<file path="src/hdl/u8d_pkg.sv">
// Shared types and constants for the UTF-8 stream decoder.
// Holds the request kind codes, the queue entry layout and the lead-byte masks.
// Depends on nothing.
package u8d_pkg;

   localparam int ByteWidth   = 8;
   localparam int CodeWidth   = 31;
   localparam int LenWidth    = 3;
   localparam int ReqDataW    = 8;
   localparam int RspDataW    = 40;
   localparam int RspPadW     = RspDataW - CodeWidth - LenWidth;

   localparam logic [7:0] LeadMask6 = 8'hfc;
   localparam logic [7:0] LeadMask5 = 8'hf8;
   localparam logic [7:0] LeadMask4 = 8'hf0;
   localparam logic [7:0] LeadMask3 = 8'he0;
   localparam logic [7:0] LeadMask2 = 8'hc0;
   localparam logic [7:0] ContMask  = 8'h3f;

   localparam logic [LenWidth-1:0] LenOne    = 3'd1;
   localparam logic [LenWidth-1:0] MaxExtra  = 3'd5;

   typedef enum logic [1:0] {
      KIND_PLAIN,
      KIND_LEAD,
      KIND_MID,
      KIND_LAST
   } kind_type;

   typedef struct packed {
      kind_type                kind;
      logic [ByteWidth-1:0]    data;
      logic [LenWidth-1:0]     total;
   } entry_type;

endpackage

</file>
<file path="src/hdl/u8d_front.sv">
// Front end of the UTF-8 stream decoder: accepts bytes and classifies them.
// Tracks the open sequence length and pushes one tagged entry per byte.
// Depends on u8d_pkg.
module u8d_front import u8d_pkg::*; (
   input  logic                 clock,
   input  logic                 reset,
   input  logic                 req_tvalid,
   output logic                 req_tready,
   input  logic [ByteWidth-1:0] req_byte,
   input  logic                 queue_full,
   output logic                 push,
   output entry_type            push_entry
);

   logic [LenWidth-1:0] pending_ff, pending_in;
   logic [LenWidth-1:0] total_ff, total_in;
   entry_type           entry;

   assign req_tready = !queue_full;
   assign push       = req_tvalid && !queue_full;
   assign push_entry = entry;

   always_comb begin
      entry.kind  = KIND_PLAIN;
      entry.data  = req_byte;
      entry.total = LenOne;
      pending_in  = pending_ff;
      total_in    = total_ff;
      if (pending_ff != '0) begin
         entry.data  = req_byte & ContMask;
         entry.total = total_ff;
         entry.kind  = (pending_ff == LenOne) ? KIND_LAST : KIND_MID;
         pending_in  = pending_ff - LenOne;
      end else begin
         priority if ((req_byte & LeadMask6) == LeadMask6) begin
            entry.kind = KIND_LEAD;
            entry.data = req_byte & 8'h01;
            pending_in = 3'd5;
         end else if ((req_byte & LeadMask5) == LeadMask5) begin
            entry.kind = KIND_LEAD;
            entry.data = req_byte & 8'h03;
            pending_in = 3'd4;
         end else if ((req_byte & LeadMask4) == LeadMask4) begin
            entry.kind = KIND_LEAD;
            entry.data = req_byte & 8'h07;
            pending_in = 3'd3;
         end else if ((req_byte & LeadMask3) == LeadMask3) begin
            entry.kind = KIND_LEAD;
            entry.data = req_byte & 8'h0f;
            pending_in = 3'd2;
         end else if ((req_byte & LeadMask2) == LeadMask2) begin
            entry.kind = KIND_LEAD;
            entry.data = req_byte & 8'h1f;
            pending_in = 3'd1;
         end else begin
            entry.kind = KIND_PLAIN;
         end
         total_in = pending_in + LenOne;
      end
   end

   always_ff @(posedge clock) begin
      if (reset) begin
         pending_ff <= '0;
         total_ff   <= '0;
      end else if (push) begin
         pending_ff <= pending_in;
         total_ff   <= total_in;
      end
   end

`ifndef SYNTH
   a_pending_range: assert property (@(posedge clock) disable iff (reset)
      pending_ff <= MaxExtra)
      else $error("open sequence longer than six bytes");
`endif

endmodule

</file>
<file path="src/hdl/u8d_queue.sv">
// Short request queue between the decoder front and back ends.
// Register-based circular buffer of tagged entries.
// Depends on u8d_pkg.
module u8d_queue import u8d_pkg::*; #(
   parameter int QUEUE_DEPTH = 4
) (
   input  logic      clock,
   input  logic      reset,
   input  logic      push,
   input  entry_type push_entry,
   output logic      full,
   output logic      pop_valid,
   output entry_type pop_entry,
   input  logic      pop
);

   localparam int PtrW = (QUEUE_DEPTH > 1) ? $clog2(QUEUE_DEPTH) : 1;
   localparam int CntW = $clog2(QUEUE_DEPTH + 1);
   localparam logic [PtrW-1:0] LastPtr = PtrW'(QUEUE_DEPTH - 1);
   localparam logic [CntW-1:0] DepthCnt = CntW'(QUEUE_DEPTH);

   entry_type           slots_ff [QUEUE_DEPTH];
   logic [PtrW-1:0]     wr_ptr_ff, wr_ptr_in;
   logic [PtrW-1:0]     rd_ptr_ff, rd_ptr_in;
   logic [CntW-1:0]     count_ff, count_in;
   logic                do_pop;

   assign full      = (count_ff == DepthCnt);
   assign pop_valid = (count_ff != '0);
   assign pop_entry = slots_ff[rd_ptr_ff];
   assign do_pop    = pop && pop_valid;

   always_comb begin
      wr_ptr_in = wr_ptr_ff;
      rd_ptr_in = rd_ptr_ff;
      count_in  = count_ff;
      if (push) begin
         wr_ptr_in = (wr_ptr_ff == LastPtr) ? '0 : wr_ptr_ff + 1'b1;
      end
      if (do_pop) begin
         rd_ptr_in = (rd_ptr_ff == LastPtr) ? '0 : rd_ptr_ff + 1'b1;
      end
      if (push && !do_pop) begin
         count_in = count_ff + 1'b1;
      end else if (!push && do_pop) begin
         count_in = count_ff - 1'b1;
      end
   end

   always_ff @(posedge clock) begin
      if (push) begin
         slots_ff[wr_ptr_ff] <= push_entry;
      end
   end

   always_ff @(posedge clock) begin
      if (reset) begin
         wr_ptr_ff <= '0;
         rd_ptr_ff <= '0;
         count_ff  <= '0;
      end else begin
         wr_ptr_ff <= wr_ptr_in;
         rd_ptr_ff <= rd_ptr_in;
         count_ff  <= count_in;
      end
   end

`ifndef SYNTH
   a_no_overflow: assert property (@(posedge clock) disable iff (reset)
      push |-> !full)
      else $error("request pushed into full queue");
   a_count_range: assert property (@(posedge clock) disable iff (reset)
      count_ff <= DepthCnt)
      else $error("queue count out of range");
`endif

endmodule

</file>
<file path="src/hdl/u8d_back.sv">
// Back end of the UTF-8 stream decoder: assembles code points and holds results.
// Drains tagged entries from the queue into the accumulator and output register.
// Depends on u8d_pkg.
module u8d_back import u8d_pkg::*; (
   input  logic                 clock,
   input  logic                 reset,
   input  logic                 pop_valid,
   input  entry_type            pop_entry,
   output logic                 pop,
   output logic                 rsp_tvalid,
   input  logic                 rsp_tready,
   output logic [CodeWidth-1:0] rsp_code,
   output logic [LenWidth-1:0]  rsp_len
);

   logic [CodeWidth-1:0] accum_ff, accum_in;
   logic [CodeWidth-1:0] code_ff, code_in;
   logic [LenWidth-1:0]  len_ff, len_in;
   logic                 valid_ff, valid_in;
   logic                 emits;
   logic [CodeWidth-1:0] shifted;

   assign emits   = (pop_entry.kind == KIND_PLAIN) || (pop_entry.kind == KIND_LAST);
   assign pop     = pop_valid && (!emits || !valid_ff || rsp_tready);
   assign shifted = {accum_ff[CodeWidth-7:0], pop_entry.data[5:0]};

   always_comb begin
      accum_in = accum_ff;
      code_in  = code_ff;
      len_in   = len_ff;
      valid_in = valid_ff && !rsp_tready;
      if (pop) begin
         unique case (pop_entry.kind)
            KIND_PLAIN: begin
               code_in  = CodeWidth'(pop_entry.data);
               len_in   = LenOne;
               valid_in = 1'b1;
            end
            KIND_LEAD: begin
               accum_in = CodeWidth'(pop_entry.data);
            end
            KIND_MID: begin
               accum_in = shifted;
            end
            KIND_LAST: begin
               code_in  = shifted;
               len_in   = pop_entry.total;
               accum_in = '0;
               valid_in = 1'b1;
            end
            default: begin
               accum_in = accum_ff;
            end
         endcase
      end
   end

   always_ff @(posedge clock) begin
      code_ff <= code_in;
      len_ff  <= len_in;
      if (reset) begin
         valid_ff <= 1'b0;
         accum_ff <= '0;
      end else begin
         valid_ff <= valid_in;
         accum_ff <= accum_in;
      end
   end

   assign rsp_tvalid = valid_ff;
   assign rsp_code   = code_ff;
   assign rsp_len    = len_ff;

`ifndef SYNTH
   a_last_length: assert property (@(posedge clock) disable iff (reset)
      (pop && pop_entry.kind == KIND_LAST) |->
         (pop_entry.total >= 3'd2 && pop_entry.total <= 3'd6))
      else $error("closing byte with bad sequence length");
   a_no_drop: assert property (@(posedge clock) disable iff (reset)
      (valid_ff && !rsp_tready && pop) |-> !emits)
      else $error("held result overwritten");
`endif

endmodule

</file>
<file path="src/hdl/utf8_stream_decoder.sv">
// UTF-8 stream decoder, six-byte original form, one request byte per cycle while req_tready is high.
// Throughput: one byte per cycle sustained while rsp_tready is high; the front end, request queue
// and back end each take one byte per cycle, and the queue decouples stalls on either side.
// Result path: a closing byte goes through the request queue into the back-end output register on rsp.
// Reset: synchronous active high; clears the open sequence, the queue and the result valid.
module utf8_stream_decoder import u8d_pkg::*; #(
   parameter int QUEUE_DEPTH = 4
) (
   input  logic                clock,
   input  logic                reset,
   input  logic                req_tvalid,
   output logic                req_tready,
   input  logic [ReqDataW-1:0] req_tdata,   // [7:0] byte_in
   output logic                rsp_tvalid,
   input  logic                rsp_tready,
   output logic [RspDataW-1:0] rsp_tdata    // [30:0] code_point, [33:31] seq_length, zero pad
);

   logic                 queue_full;
   logic                 push;
   entry_type            push_entry;
   logic                 pop_valid;
   entry_type            pop_entry;
   logic                 pop;
   logic [CodeWidth-1:0] rsp_code;
   logic [LenWidth-1:0]  rsp_len;

   u8d_front u_front (
      .clock      (clock),
      .reset      (reset),
      .req_tvalid (req_tvalid),
      .req_tready (req_tready),
      .req_byte   (req_tdata[ByteWidth-1:0]),
      .queue_full (queue_full),
      .push       (push),
      .push_entry (push_entry)
   );

   u8d_queue #(
      .QUEUE_DEPTH (QUEUE_DEPTH)
   ) u_queue (
      .clock      (clock),
      .reset      (reset),
      .push       (push),
      .push_entry (push_entry),
      .full       (queue_full),
      .pop_valid  (pop_valid),
      .pop_entry  (pop_entry),
      .pop        (pop)
   );

   u8d_back u_back (
      .clock      (clock),
      .reset      (reset),
      .pop_valid  (pop_valid),
      .pop_entry  (pop_entry),
      .pop        (pop),
      .rsp_tvalid (rsp_tvalid),
      .rsp_tready (rsp_tready),
      .rsp_code   (rsp_code),
      .rsp_len    (rsp_len)
   );

   assign rsp_tdata = {{RspPadW{1'b0}}, rsp_len, rsp_code};

endmodule
</file>
<file path="config.mk">
export PLATFORM = sky130hd
export DESIGN_NAME = utf8_stream_decoder
export DESIGN_NICKNAME = d
export VERILOG_FILES = /design/src/hdl/u8d_pkg.sv /design/src/hdl/u8d_front.sv /design/src/hdl/u8d_queue.sv /design/src/hdl/u8d_back.sv /design/src/hdl/utf8_stream_decoder.sv
export SDC_FILE = /design/constraint.sdc
export NUM_CORES = 1
export LEC_CHECK = 0
export BUFFER_PORTS_ARGS = -buffer_cell sky130_fd_sc_hd__clkbuf_2
export CAP_MARGIN = 20
export CORE_ASPECT_RATIO = 0.9
export CORE_UTILIZATION = 50
export CTS_CLUSTER_SIZE = 16
export DETAILED_ROUTE_END_ITERATION = 10
export GPL_TIMING_DRIVEN = 0
export PLACE_DENSITY = 0.7
export SYNTH_ARGS = -nofsm -noshare
export SYNTH_HDL_FRONTEND = slang
export SYNTH_SLANG_ARGS = --single-unit
</file>
<file path="constraint.sdc">
create_clock -name clock -period 3.5 [get_ports clock]
set_clock_uncertainty 0.15 [all_clocks]
set_input_delay 0.175 -clock clock [delete_from_list [all_inputs] [get_ports clock]]
set_output_delay 0.175 -clock clock [all_outputs]
set_load 0.1 [all_outputs]
</file>
==> results.txt <==
The count of different cell masters after synthesis came out at 43. The post-DP HPWL is 6230 um. At the pin with the least slew margin, the transition time is 897 ps. The relative slew slack came out at 0.401. The TritonCTS clock tree is yes. The routed wirelength normalized by instance count is 16.2 um. The core region area came out at 9830 sq um. The insertion delay of the later-clocked pin in the worst-skew pair is 410 ps. The average footprint of a synthesized cell is 13.7 sq um. Setup repair after global routing left no endpoint under its margin. The count of port buffers added during placement came out at 47. The H-tree was split into 4 levels. The detailed router placed 3,200 vias in this run. The first global-routing pass estimated 15,800 um of wire. The number of antenna violations at the first check in global routing came to 0. The path category of the worst min-delay check is in -> reg. The count of mapped cells out of synthesis is 375. The number of rows in the core area is 34. Prior to clock tree synthesis, the placed netlist has a worst setup slack of -464 ps. Among cell families on the critical path, the largest total delay comes from simple AND/OR/NAND/NOR gates. The number of synthesized flops with an enable pin came out at 86. The via count of the first global-routing pass is 3,129. The total congestion overflow after global routing came out at 0. The cell count along the critical path came out at 12. The final clock period utilization by the worst path came out at 0.951. The count of boundary I/O pins came out at 54. Of the cells placed in the final design, the portion with a size suffix greater than 1 is 0.274. The congestion estimate from routability-driven global placement came to 0.813. The die height came out at 98.1 um. The final wirelength is 9660 um.

The first-pass iteration count of the detailed router came out at 4. The starting density of the core is 0.522. The remaining number of nets flagged by the antenna check after routing came out at 0. In the global route stage, overall resource usage came out at 0.201. Once routing completed, OpenROAD measured the worst setup slack at 172 ps.

In the routed design, unresolved DRC markers number 0. The count of final hold-check violations came out at 0. The die footprint is 10,700 sq um. In this run the worst path has a maximum fanout of 5. Data arrives at the worst endpoint at 3510 ps. The most critical setup path has its endpoint at u_queue.count_ff[2]. Walking the worst path, the cells encountered are buf_12 -> mux4_2 -> inv_2 -> ha_4 -> or3b_4 -> nand2_4 -> ha_2 -> inv_1 -> fa_1 -> xor2_1 -> or3_1 -> a21oi_1. The cell count of the worst hold path came out at 3. Counting the fill cells in the layout gives 720. The Yosys step of the flow raised 0 warnings.

The final non-filler cell area came out at 6320 sq um. The clock-pin slew reported for the worst setup and hold paths after clock tree synthesis came out at 60 ps. In this run, the number of DRC markers left after iteration 0 of detailed routing was 188. The layout overhead on the synthesized area came out at 23.3%. The post-synthesis async set-or-reset flop share is 0. The number of pins exceeding their max-slew limit in the final report came to 0. The register-to-register path setup slack came out at 170 ps. Entering global routing, the biggest net connects 36 pins. In this design, the stage delay of the slowest critical-path cell is 530 ps. Among all stages on the critical path, the largest delay is contributed by sky130_fd_sc_hd__mux4_2. The tree is rooted in a sky130_fd_sc_hd__clkbuf_16.

The chip width is 109 um. The count of antenna diodes in the layout came out at 0. The mean number of vias per cell came out at 5.37. The required time at the worst-slack endpoint is 3680 ps. For this run, the top clock speed supported by timing is 301 MHz.

The core occupancy in the finished layout is 0.644. The flow ran to the end, and the final reports show no timing, DRC or antenna violations. The area after detailed placement came out at 5550 sq um.

Max-cap violations in this run came to 0. STA classifies the critical path endpoint as a flip-flop. The time the final worst path needs with I/O delays and setup is 3330 ps. Setup violations remaining at the end of the flow were counted as 0.

The proportion of synthesized chip area in sequential cells is 0.663. The critical path contains buffers and inverters numbering 3 combined. The worst register-to-register path ends at u_queue.count_ff[2]. Counting along the longest clock path gives a buffer depth of 2. The number of buffers created by CTS came out at 17. For this run, the leading register cell type out of synthesis is sky130_fd_sc_hd__edfxtp_1.

The logic depth of the worst register-to-register path is 12. The tree built by TritonCTS fans out to 127 sinks. The type of origin of the critical path is a flip-flop.

In this run, synthesis produced a sequential element count of 127. The net count of the finished layout came out at 483. After synthesis the cells add up to 5130 sq um. The worst setup path is of the reg -> reg kind.
## cell usage in the layout (no fill, tap or decap), drive strengths merged, types with 5 or more instances in the layout
master,Yosys,routed
a21oi,32,32
and3,7,7
nand2b,5,5
mux2i,5,5
buf,17,27
edfxtp,86,86
dfxtp,41,41
mux4,13,13
clkbuf,9,74
ha,13,13
and2,28,28
nand2,28,28
nand3,27,27
conb,1,6
inv,10,12
nor2,14,14
## cell type report
class                           instances  area (sq um)  share of cell area
Buffer                                 26           173              0.0273
Clock buffer                           19           453              0.0716
Clock inverter                         13           185              0.0293
Inverter                               10          37.5             0.00593
Multi-Input combinational cell        217          1590               0.251
Sequential cell                       127          3410               0.539
Tap cell                              126           158              0.0249
Timing Repair Buffer                   58           323              0.0510
## worst min-delay path by stage
| stage | start | endpoint | slack, ps |
|---|---|---|---|
| 2_1_floorplan | req_tdata[0] | u_queue.slots_ff[0][3] | 120 |
| 3_5_place_dp | req_tdata[0] | u_queue.slots_ff[1][3] | 270 |
| 4_1_cts | req_tdata[3] | u_front.total_ff[2] | 10 |
| 6_report | req_tdata[3] | u_front.total_ff[2] | 30 |
| 3_3_place_gp | req_tdata[0] | u_queue.slots_ff[0][3] | 260 |
| 5_1_grt | req_tdata[5] | u_queue.slots_ff[0][8] | 40 |
## cells in the mapped netlist (2+ instances only)
| master | count | area, sq um |
|---|---|---|
| sky130_fd_sc_hd__nand3_1 | 27 | 135 |
| sky130_fd_sc_hd__buf_1 | 2 | 7.51 |
| sky130_fd_sc_hd__nand2_1 | 28 | 105 |
| sky130_fd_sc_hd__nor3b_1 | 3 | 22.5 |
| sky130_fd_sc_hd__mux4_2 | 13 | 293 |
| sky130_fd_sc_hd__or3_1 | 4 | 25.0 |
| sky130_fd_sc_hd__mux2_2 | 2 | 22.5 |
| sky130_fd_sc_hd__nor2b_1 | 4 | 25.0 |
| sky130_fd_sc_hd__nor3_1 | 2 | 10.0 |
| sky130_fd_sc_hd__a221oi_1 | 2 | 17.5 |
| sky130_fd_sc_hd__buf_2 | 5 | 25.0 |
| sky130_fd_sc_hd__nand2b_1 | 5 | 31.3 |
| sky130_fd_sc_hd__mux2i_1 | 5 | 50.1 |
| sky130_fd_sc_hd__and3_1 | 7 | 43.8 |
| sky130_fd_sc_hd__a21boi_0 | 3 | 22.5 |
| sky130_fd_sc_hd__buf_6 | 3 | 33.8 |
| sky130_fd_sc_hd__ha_1 | 13 | 163 |
| sky130_fd_sc_hd__a21oi_1 | 32 | 160 |
| sky130_fd_sc_hd__or3b_1 | 2 | 17.5 |
| sky130_fd_sc_hd__inv_1 | 10 | 37.5 |
| sky130_fd_sc_hd__and2_1 | 27 | 169 |
| sky130_fd_sc_hd__dfxtp_1 | 41 | 821 |
| sky130_fd_sc_hd__xor2_1 | 2 | 17.5 |
| sky130_fd_sc_hd__buf_4 | 7 | 52.6 |
| sky130_fd_sc_hd__clkbuf_1 | 9 | 33.8 |
| sky130_fd_sc_hd__nor2_1 | 14 | 52.6 |
| sky130_fd_sc_hd__o21ai_0 | 2 | 10.0 |
| sky130_fd_sc_hd__edfxtp_1 | 86 | 2580 |
## metal layers
metal / part of all wire / vias to the layer above / routed length [um] / track usage
met3: 0.054 / 11 / 522 / 0.0607
met1: 0.44 / 1565 / 4220 / 0.254
met4: 0.013 / 0 / 128 / 0.0769
met2: 0.50 / 97 / 4790 / 0.326
met5: 0 / - / 0 / 0
li1: - / 1527 / - / -
## stage by stage
stage	hold slack (ps)	std cells	TNS (ps)
3_5_place_dp	267	553	-619
3_3_place_gp	261	553	-10020
2_1_floorplan	124	380	0
4_1_cts	13.8	590	0
6_report	29.3	596	0
5_1_grt	37.5	596	0
## state kept, by name, indices dropped and copies added, names as in the netlist, named ones only
| signal | flops |
|---|---|
| u_queue.count_ff | 3 |
| u_front.pending_ff | 3 |
| u_queue.wr_ptr_ff | 2 |
| u_back.accum_ff | 25 |
| u_queue.rd_ptr_ff | 2 |
| u_back.rsp_code | 31 |
| u_queue.slots_ff | 52 |
| u_front.total_ff | 3 |
| u_back.rsp_tvalid | 1 |
| u_back.rsp_len | 3 |
## cells by family after synthesis
family                     count (synthesis)  share of synthesized area
buffers and inverters                     36                     0.0371
DFF                                      127                      0.663
other                                      1                   0.000731
adders and majority gates                 14                     0.0356
and+or+nand+nor                          126                      0.129
AOI/OAI and AO/OA                         49                     0.0600
muxes                                     20                     0.0712
xor gates and xnor gates                   2                    0.00341
## tightest hold or removal path, stage by stage
cell and delay [ps]:
sky130_fd_sc_hd__clkbuf_2 100, sky130_fd_sc_hd__a32oi_1 130, sky130_fd_sc_hd__o221ai_1 140
## timing repair
item | 4_1_cts | 5_1_grt
resized for setup | 11 | 4
setup endpoints to repair | 2 | 1
buffers inserted | 3 | 6
pin swaps | 0 | 1
endpoints found under the hold margin | 5 | 0
hold buffers | 2 | 0
Power is not shown: default switching activity piles up to over one toggle a cycle in this logic, so the estimate is an artifact.
